**src/sv/prt_divider.sv**
```systemverilog
// ----------------------------------------------------------------------------
// prt_divider
// Restoring divider, one quotient bit per cycle: quot = (num << FRAC_W) / den,
// for num <= den and den >= 1.
// ----------------------------------------------------------------------------
module prt_divider #(
    parameter int NUM_W  = 11,
    parameter int FRAC_W = 16
) (
    input  logic              clk,
    input  logic              rst_n,
    input  logic              start,
    input  logic [NUM_W-1:0]  num,
    input  logic [NUM_W-1:0]  den,
    output logic              done,
    output logic [FRAC_W:0]   quot
);

    localparam int CNT_W = $clog2(FRAC_W + 2);

    logic              busy_reg;
    logic              done_reg;
    logic [CNT_W-1:0]  cnt_reg;
    logic [NUM_W:0]    rem_reg;
    logic [FRAC_W:0]   quot_reg;

    logic [NUM_W:0]    den_ext;
    logic              ge;
    logic [NUM_W:0]    rem_sub;
    logic [NUM_W:0]    rem_next;

    // remainder stays below den, so the shifted value fits NUM_W+1 bits
    always_comb
    begin
        den_ext  = {1'b0, den};
        ge       = (rem_reg >= den_ext);
        rem_sub  = ge ? (rem_reg - den_ext) : rem_reg;
        rem_next = {rem_sub[NUM_W-1:0], 1'b0};
    end

    always_ff @(posedge clk or negedge rst_n)
    begin
        if (!rst_n)
        begin
            busy_reg <= 1'b0;
            done_reg <= 1'b0;
            cnt_reg  <= '0;
        end
        else
        begin
            done_reg <= 1'b0;
            if (start)
            begin
                busy_reg <= 1'b1;
                cnt_reg  <= CNT_W'(FRAC_W + 1);
                rem_reg  <= {1'b0, num};
                quot_reg <= '0;
            end
            else if (busy_reg)
            begin
                quot_reg <= {quot_reg[FRAC_W-1:0], ge};
                rem_reg  <= rem_next;
                cnt_reg  <= cnt_reg - CNT_W'(1);
                if (cnt_reg == CNT_W'(1))
                begin
                    busy_reg <= 1'b0;
                    done_reg <= 1'b1;
                end
            end
        end
    end

    assign done = done_reg;
    assign quot = quot_reg;

endmodule

```
**config.mk**
```make
export PLATFORM = sky130hd
export DESIGN_NAME = prt_divider
export DESIGN_NICKNAME = d
export VERILOG_FILES = /design/src/sv/prt_divider.sv
export SDC_FILE = /design/constraint.sdc
export NUM_CORES = 1
export LEC_CHECK = 0
export ABC_AREA = 1
export BUFFER_PORTS_ARGS = -buffer_cell sky130_fd_sc_hd__buf_2
export CORE_ASPECT_RATIO = 0.75
export CORE_MARGIN = 1.5
export CORE_UTILIZATION = 60
export CTS_BUF_LIST = sky130_fd_sc_hd__clkbuf_8
export DETAILED_ROUTE_END_ITERATION = 10
export PLACE_DENSITY = 0.84
export SETUP_SLACK_MARGIN = 0.5
export SLEW_MARGIN = 5
export SYNTH_ARGS = -nofsm -noshare
export SYNTH_HDL_FRONTEND = slang
export SYNTH_SLANG_ARGS = --single-unit
```
**constraint.sdc**
```tcl
create_clock -name clk -period 4.9 [get_ports clk]
set_clock_uncertainty 0.05 [all_clocks]
set_input_delay 0.735 -clock clk [delete_from_list [all_inputs] [get_ports clk]]
set_output_delay 0.735 -clock clk [all_outputs]
set_load 0.01 [all_outputs]
```
Word level (Yosys, flattened, before mapping)
Index checks and enable logic that the tools add are counted.
{"block": "word_totals", "register_bits": 36, "input_bits": 25, "wordCells": 24}
{"block": "classes", "addsub": 2, "magnitude_cmp": 1, "n_eq_ne": 1, "n_mux": 12, "reduce_logical": 2}
{"op": "2-to-1 mux 11 bit", "n": 2}
{"op": "2-to-1 mux 17 bit", "n": 1}
{"op": ">= comparator 12 x 11 -> 1 bit", "n": 1}
{"op": "2-to-1 mux 12 bit", "n": 1}
{"op": "subtractor 11 bit", "n": 1}
{"op": "2-to-1 mux 5 bit", "n": 2}
{"op": "2-to-1 mux 1 bit", "n": 6}
{"op": "equality test 5 x 1 -> 1 bit (second input constant)", "n": 1}
{"op": "subtractor 5 x 1 -> 5 bit (second input constant)", "n": 1}
{"op": "AND reduction 2 bit", "n": 1}
{"op": "nonzero test 2 bit", "n": 1}

Logic depth before layout (Yosys ltp)
Gate-level depths: netlist of the first run.
{"block": "logic_depth", "depth_word": 4, "depth_mapped": 13, "mapped_depth_nobuf": 13}

Least setup slack after synthesis of the first run
Ideal clock, no wire load.
{"block": "synth_timing", "path_type": "input to register", "from": "in den[0]", "to": "reg rem_reg[11], data pin", "setup_time_ns": 0.253, "t_arrival_ns": 1.963, "required_ns": 4.597, "path_slack_ns": 2.634, "stages": 10, "cell_sequence": "ha_1 > inv_1 > fa_1 > nand3_1 > nand3_2 > nand3_2 > buf_6 > nand4_1 > nand3_1 > nand2_1"}
{"block": "synth_between", "elab_chain_cells": 3, "elab_cells_between_ends": 4, "classes_between": "add/sub (1); order compare (1); mux (2)"}
{"element": "from (decl)", "line_no": "14", "text": "input logic [NUM_W-1:0] den,"}
{"element": "subtractor 11 bit / >= comparator 12 x 11 -> 1 bit (equally long branches)", "line_no": "37, 36"}
{"element": "2-to-1 mux 11 bit (*)", "line_no": "37", "text": "rem_sub = ge ? (rem_reg - den_ext) : rem_reg;"}
{"element": "2-to-1 mux 12 bit (*)", "line_no": "59", "text": "else if (busy_reg)"}
{"element": "to (signal assigned)", "line_no": "56", "text": "rem_reg <= {1'b0, num};"}
{"element": "to (signal assigned)", "line_no": "62", "text": "rem_reg <= rem_next;"}
{"element": "to (decl)", "line_no": "24", "text": "logic [NUM_W:0] rem_reg;"}
Every way passes the cells marked *; elsewhere a longest branch is shown, timed or not. The select of a mux whose other input is x is not followed.
A chain may end at the register's enable or synchronous reset.

Worst setup path in the final report of the first run
{"block": "layout_timing", "from": "in den[0]", "to": "reg rem_reg[10], data pin"}
{"block": "layout_between", "elab_chain_cells": 4, "elab_cells_between_ends": 5, "classes_between": "add/sub (1); order compare (1); mux (3)"}
{"element": "subtractor 11 bit / >= comparator 12 x 11 -> 1 bit (equally long branches)", "line_no": "37, 36"}
{"element": "2-to-1 mux 11 bit (*)", "line_no": "37"}
{"element": "2-to-1 mux 12 bit (*)", "line_no": "59"}
{"element": "2-to-1 mux 11 bit (*)", "line_no": "52", "text": "if (start)"}
Marks and branches as above.

==> results of run 1 <==
## through the flow
step	setup slack, ns	utilization	hold slack, ns	power, W	cells
detailed placement	2.13	0.671	0.441	0.000915	403
finish	2.32	0.702	0.387	0.00120	411
CTS	2.36	0.702	0.382	0.00119	411
floorplan	2.63	-	0.389	0.000801	313
global route	2.19	0.702	0.402	0.00128	411
global placement	2.22	0.671	0.428	0.000892	403
## report_power, final
group / switching (W) / internal, W / leakage [nW] / total, W
clock: 0.0000973 / 0.000179 / 0.0645 / 0.000277
combinational: 0.000304 / 0.000167 / 1.07 / 0.000471
sequential: 0.0000424 / 0.000410 / 0.376 / 0.000452
## metal layers
| metal | part of all wire | wire [um] | vias to the layer above |
|---|---|---|---|
| li1 | - | - | 1098 |
| met1 | 0.48 | 2600 | 969 |
| met2 | 0.44 | 2370 | 87 |
| met3 | 0.077 | 421 | 8 |
| met4 | 0.011 | 61 | 0 |
| met5 | 0 | 0 | - |
## worst min path at each step
stage / cells past startpoint / slack [ns] / to
global placement: 1 / 0.43 / cnt_reg[4]
finish: 1 / 0.39 / cnt_reg[1]
detailed placement: 1 / 0.44 / cnt_reg[4]
global route: 1 / 0.40 / cnt_reg[1]
floorplan: 0 / 0.39 / busy_reg
CTS: 1 / 0.38 / cnt_reg[1]
## area by class of cell
cell class / instances / area share
Clock buffer: 7 / 0.0341
Clock inverter: 1 / 0.0106
Inverter: 72 / 0.0955
Multi-Input combinational cell: 198 / 0.391
Sequential cell: 36 / 0.370
Tap cell: 55 / 0.0243
Timing Repair Buffer: 42 / 0.0743
## worst max-delay path: cells and delay by family
family                     cells  cell delay [ns]
and+or+nand+nor                8             1.11
buffers and inverters          2             0.16
adders and majority gates      2             0.56
## placed cells by master, fill, tap and decap left out
cell,instances
nand2_1,88
inv_1,67
buf_2,42
edfxtp_1,29
nand3_1,18
o22ai_1,16
nor2_1,14
nand4_1,14
ha_1,13
a21oi_1,7
dfrtp_1,7
clkbuf_8,7
inv_2,5
o21ai_0,5
nand3_2,4
nand2_2,4
nand3b_1,4
xnor2_1,3
nor2_4,1
nand2_4,1
nor2_8,1
nand4_2,1
a21oi_4,1
nor2_2,1
o21ai_1,1
fa_1,1
bufinv_16,1
## logic make-up after synthesis
kind of cell / after synthesis
buf+inv: 79
simple gates: 151
compound gates: 30
fa+ha+maj: 14
flops: 36
xor+xnor: 3
==> metrics.md, run 1 <==
| Metric | Value |
|---|---|
| Crit path to | `rem_reg[10]` |
| Setup TNS | `0 ns` |
| Synth cell types | `28` |
| Post-Synth XOR/XNOR Area | `0.0105` |
| Synthesized area per cell | `7.96 um^2` |
| Filler instances | `333` |
| Top FF cell, synth | `edfxtp_1` |
| IO buf count | `42` |
| Worst skew pair latency | `0.28 ns` |
| FF+latch count, synth | `36` |
| Layout cells sized above 1 | `0.194` |
| Sequential area share after synthesis | `0.420` |
| Die Wd | `77.4 um` |
| Final min period | `2.58 ns` |
| Multi-input gate area | `roughly 1100 um^2` |
| CTS tree | `yes` |
| Largest family of logic cells by synthesized area | `simple AND/OR/NAND/NOR gates` |
| Die Area | `4550 um^2` |
| CP max-delay cell | `fa_1` |
| Count leader, synth | `nand2_1` |
| Hold_buf cts | `0` |
| FF-to-FF setup slack | `2.36 ns` |
| Leading area contributor after synthesis | `edfxtp_1` |
| Post-route cell area | `2830 um^2` |
| Met1 Use GR | `0.370` |
| Fmax | `387 MHz` |
| Post-synthesis mux area share | `0` |
| H-tree depth | `2` |
| Initial antenna violation count | `0` |
| Max Slew Vio Count | `0` |
| Hold Path Class | `input pin to asynchronous set/reset pin` |
| Post-synth ARST share | `0.194` |
| Dpl hpwl | `just over 4000 um` |
| Post-synth EDFFs | `29` |
| Worst reg2reg endpoint | `rem_reg[10]` |
| Synth Area in Adders | `0.0733` |
| Core ar. | `4030 um^2` |
| Top cells by count, synth | `88 x nand2_1, 67 x inv_1, 29 x edfxtp_1` |
| # DRC | `0` |
| Worst R2R Start | `rem_reg[0]` |
| Initial Util | `0.618` |
| Post-Route WL | `5450 um` |
| Postcts setup bufs | `0` |
| Area grow syn2layout | `13.6%` |
| Netlist Area Pre-Place | `2490 um^2` |
| Pwr Density | `424 nW/um^2` |
| Final Hold Viols | `0` |
| Top cell type's share of synthesized area | `0.350` |
| Busiest grt layer | `met1` |
| GR Util All Layers | `0.248` |
| CP endpoint kind | `flop` |
| N_diodes | `0` |
| Via density | `5.26` |
| Crit Path Category | `input pin to flop` |
| Fin nets | `approximately 400` |
| Register Area | `between 1000 and 1500 um^2` |
| Slew headroom | `0.380` |
| Num CTS Buffers | `5` |
| CTS root buffer | `clkbuf_8` |
| Synthesis warning total | `0` |
| CP arrival | `about 2.6 ns` |
| R2r worst-path depth | `12` |
| Via count | `approximately 2.2k` |
| Critical Path RT | `4.88 ns` |
| Vias in the first global route | `roughly 1.9k` |
| Mapped Cells | `313` |
| Die H | `58.8 um` |
| Critical path, cell by cell | `buf_2 -> ha_1 -> inv_1 -> fa_1 -> nand3_1 -> nand3_2 -> nand3_2 -> nand4_2 -> nand2_1 -> nand2_1 -> nand2_1 -> nand2_1` |
| Crit path from | `den[0]` |
| Total leakage power | `1.51 nW` |
| RSZ-0062 raised after global routing | `false` |
| Crit Path Max Fanout | `11` |
| Max-cap violations | `0` |
| I/O pin count | `43` |
| CP peak stage delay | `around 0.43 ns` |
| Iter 0 DRT Violations | `212` |
| Clock Sink Count | `36` |
| Largest net degree at the start of global routing | `27` |
| Least-Margin Pin Slew | `slightly above 0.9 ns` |
| Maximum clock insertion buffer count | `2` |
| Final period utilization | `0.527` |
| Synth Net Count | `352` |
| ANT nets after route | `0` |
| GR Layer Usage met3 | `0.0667` |
| Max reg flops | `17` |
| Placed Area | `2700 um^2` |
| Crit path launch type | `input pin` |
| Max rail drop VDD | `0.243 mV` |
| Synth Area in Compound Gates | `0.0728` |
| Detailed Routing Iterations Pass 1 | `5` |
| Core Rows | `20` |
| Gpl congestion | `0.941` |
| Cell mode on critical path | `nand2_1` |
| Detailed-route wire length per cell | `13.3 um` |
| Synth Area in Simple Gates | `0.288` |
| Total gr overflow | `0` |
| GRT met2 Usage | `0.355` |
| Number of setup violations in the final report | `0` |
| Clock transition at path regs | `0.07 ns` |
| Ranking of synthesized cells by area | `edfxtp_1 35%, nand2_1 13%, inv_1 10%, dfrtp_1 7.0%, ha_1 6.5%` |
| First-pass GRT wire length | `8570 um` |
| Post-CTS resize count | `0` |
| Status | `finished, final reports clean` |
Note: power is estimated with default switching activity, not from simulation.
==> run 2: changes to the inputs <==
--- a/config.mk
+++ b/config.mk
@@ -9,10 +9,10 @@
 export BUFFER_PORTS_ARGS = -buffer_cell sky130_fd_sc_hd__buf_2
 export CORE_ASPECT_RATIO = 0.75
 export CORE_MARGIN = 1.5
-export CORE_UTILIZATION = 60
+export CORE_UTILIZATION = 53
 export CTS_BUF_LIST = sky130_fd_sc_hd__clkbuf_8
 export DETAILED_ROUTE_END_ITERATION = 10
-export PLACE_DENSITY = 0.84
+export PLACE_DENSITY = 0.78
 export SETUP_SLACK_MARGIN = 0.5
 export SLEW_MARGIN = 5
 export SYNTH_ARGS = -nofsm -noshare
==> constraint.sdc (replaced) <==
create_clock -name clk -period 2.35 [get_ports clk]
set_clock_uncertainty 0.05 [all_clocks]
set_input_delay 0.3525 -clock clk [delete_from_list [all_inputs] [get_ports clk]]
set_output_delay 0.3525 -clock clk [all_outputs]
set_load 0.01 [all_outputs]
==> run 2 against run 1 <==
Compared with the run above: power is 140% higher; cell count is 6.6% higher; sequential power rose by 110%; non-clock buffer count grew 24; die area grew 13%; design area up 16%; global-route usage up 0.88 points.
==> metrics.md, run 2 (synthesis gave the netlist of run 1 again) <==
| Metric | Value |
|---|---|
| Fmax | `469 MHz` |
| Core ar. | `4490 um^2 (+12%)` |
| Num CTS Buffers | `5 (unchanged)` |
| Via count | `2407 (+11%)` |
| Fin nets | `419 (+6.3%)` |
| IO buf count | `42 (unchanged)` |
| Post-Route WL | `6750 um (+24%)` |
| Detailed Routing Iterations Pass 1 | `5 (unchanged)` |
| Maximum clock insertion buffer count | `2 (unchanged)` |
| RSZ-0062 raised after global routing | `true` |
| Critical path buffers and inverters | `1 (-1)` |
| Initial antenna violation count | `0 (unchanged)` |
| Final cell count without fillers | `438 (+6.6%)` |
| GR Util All Layers | `0.257 (+0.00885)` |
| Top delay family on crit path | `simple AND/OR/NAND/NOR gates` |
| Number of setup violations in the final report | `0 (unchanged)` |
| Max rail drop VDD | `0.687 mV (+180%)` |
| Filler instances | `315 (-5.4%)` |
| Layout cells sized above 1 | `0.339 (+0.145)` |
| Cell Int Power | `0.00172 W (+130%)` |
| Final Hold Viols | `0 (unchanged)` |
| Hold_buf cts | `0 (unchanged)` |
| Final period utilization | `0.907` |
| Status | `finished, final reports clean` |
| I/O pin count | `43 (unchanged)` |
| Iter 0 DRT Violations | `224 (+5.7%)` |
| Total leakage power | `1.67 nW (+11%)` |
| CP max-delay cell | `edfxtp_1` |
| Max-cap violations | `0 (unchanged)` |
| Most common cell after layout, fill and taps aside | `nand2_1` |
| CP endpoint kind | `flop` |
| Worst skew pair latency | `0.30 ns (+0.02 ns)` |
| Core Rows | `21 (+5.0%)` |
| Final Core Density | `0.731 (+0.0288)` |
| Crit path launch type | `flop` |
| Die Area | `5130 um^2 (+13%)` |
| Slew headroom | `0.379 (about the same)` |
| Critical Path RT | `2.34 ns (-2.54 ns)` |
| Comb pwr share | `0.470 (+0.078)` |
| Min Hold Slack | `0.0129 ns (-0.374 ns)` |
| CTS root buffer | `clkbuf_8` |
| Max reg flops | `17 (unchanged)` |
| Total gr overflow | `0 (unchanged)` |
| Pwr Density | `866 nW/um^2 (+100%)` |
| Crit Path Max Fanout | `6 (-5)` |
| Vias in the first global route | `2096 (+11%)` |
| Final min period | `between 2 and 2.5 ns` |
| Hold Path Class | `input pin to asynchronous set/reset pin` |
| Die Wd | `82.2 um (+6.1%)` |
| # DRC | `0 (unchanged)` |
| Clk pwr share | `0.191 (-0.040)` |
| Cell mode on critical path | `nand2_1` |
| N_diodes | `0 (unchanged)` |
| Via density | `5.50 (+4.5%)` |
| CP arrival | `2.12 ns (-0.44 ns)` |
| Area grow syn2layout | `31.8%` |
| First-pass GRT wire length | `9810 um (+14%)` |
| Net Sw Frac | `0.396 (+0.0262)` |
| Max Slew Vio Count | `0 (unchanged)` |
| Clock transition at path regs | `0.07 ns (about the same)` |
| Detailed-route wire length per cell | `15.4 um (+16%)` |
| CP peak stage delay | `0.51 ns (+0.08 ns)` |
| Least-Margin Pin Slew | `0.927 ns (+0.000330 ns)` |
| Die H | `62.4 um (+6.1%)` |
| Critical path, cell by cell | `ha_4 -> nand2_2 -> nor2_4 -> nand3_4 -> nand4_4 -> buf_6 -> nand2_1 -> nand3_1 -> nand2_1` |
| Gpl congestion | `0.884 (-6.1%)` |
| Most frequent cells in the layout | `76 x nand2_1, 64 x inv_1, 42 x buf_2, 29 x edfxtp_1, 20 x buf_4` |
| Dpl hpwl | `4150 um (+0.93%)` |
| H-tree depth | `2 (unchanged)` |
| CTS tree | `yes` |
| Setup TNS | `0 ns (unchanged)` |
| FF-to-FF setup slack | `0.22 ns (-2.14 ns)` |
| Largest net degree at the start of global routing | `26 (-3.7%)` |
| Placed cell count | `411 (+2.0%)` |
| Reg power frac | `0.338 (-0.039)` |
| ANT nets after route | `0 (unchanged)` |
| Sw Pwr | `0.00113 W (+150%)` |
| Clock Sink Count | `36 (unchanged)` |
| Initial Util | `0.554 (-0.0639)` |
| Crit Path Category | `flop to flop` |
run 2: changes by cell type in the layout (fill, tap and decap cells not counted), sizes merged:
cell	before	now
a21oi	8	9
buf	42	66
clkbuf	7	5
clkinv	0	1
inv	72	73
run 2: what timing repair did:
item                                    in CTS  in global routing
gates resized for setup                     16                 35
buffers inserted                             7                 11
endpoints found under the setup margin      12                 12
pin swaps                                   16                 26
cloned                                       1                  0
run 2: layout make-up:
class | count | area, um^2 | area share
Sequential cell | 36 | 1050 | 0.318
Clock buffer | 5 | 68.8 | 0.0210
Timing Repair Buffer | 66 | 405 | 0.123
Inverter | 72 | 273 | 0.0830
Tap cell | 57 | 71.3 | 0.0217
Clock inverter | 3 | 41.3 | 0.0126
Multi-Input combinational cell | 199 | 1380 | 0.420
run 2: worst paths after layout:
kind / cells past startpoint / end / startpoint
setup reg to reg: 9 / rem_reg[5] / rem_reg[5]
setup / recovery: 9 / rem_reg[5] / rem_reg[5]
max in group asynchronous: 2 / cnt_reg[2] / rst_n
hold reg to reg: 1 / cnt_reg[4] / cnt_reg[4]
min in group clk: 3 / rem_reg[6] / num[6]
hold / removal: 2 / busy_reg / rst_n
run 2: power groups by stage:
stage | logic [W] | clock network (W) | registers [W]
floorplan | 0.000731 | 0 | 0.000943
global placement | 0.000949 | 0 | 0.000946
detailed placement | 0.000970 | 0 | 0.000951
CTS | 0.00108 | 0.000554 | 0.000946
global route | 0.00146 | 0.000580 | 0.000974
finish | 0.00134 | 0.000544 | 0.000962
run 2: per-stage QoR:
step / worst slack (ns) / power (W) / area [um^2]
2_1_floorplan: 0.482 / 0.00167 / 2500
3_5_place_dp: 0.265 / 0.00192 / 2760
3_3_place_gp: 0.307 / 0.00190 / 2760
5_1_grt: 0.169 / 0.00302 / 3280
6_report: 0.220 / 0.00284 / 3280
4_1_cts: 0.339 / 0.00258 / 3040
run 2: metal layers:
metal | share of wire | GRT usage | vias to the layer above | wire (um)
met4 | 0.016 | 0.0657 | 0 | 111
met3 | 0.11 | 0.0964 | 22 | 715
li1 | - | - | 1147 | -
met2 | 0.45 | 0.359 | 133 | 3030
met1 | 0.43 | 0.376 | 1105 | 2890
met5 | 0 | 0 | - | 0
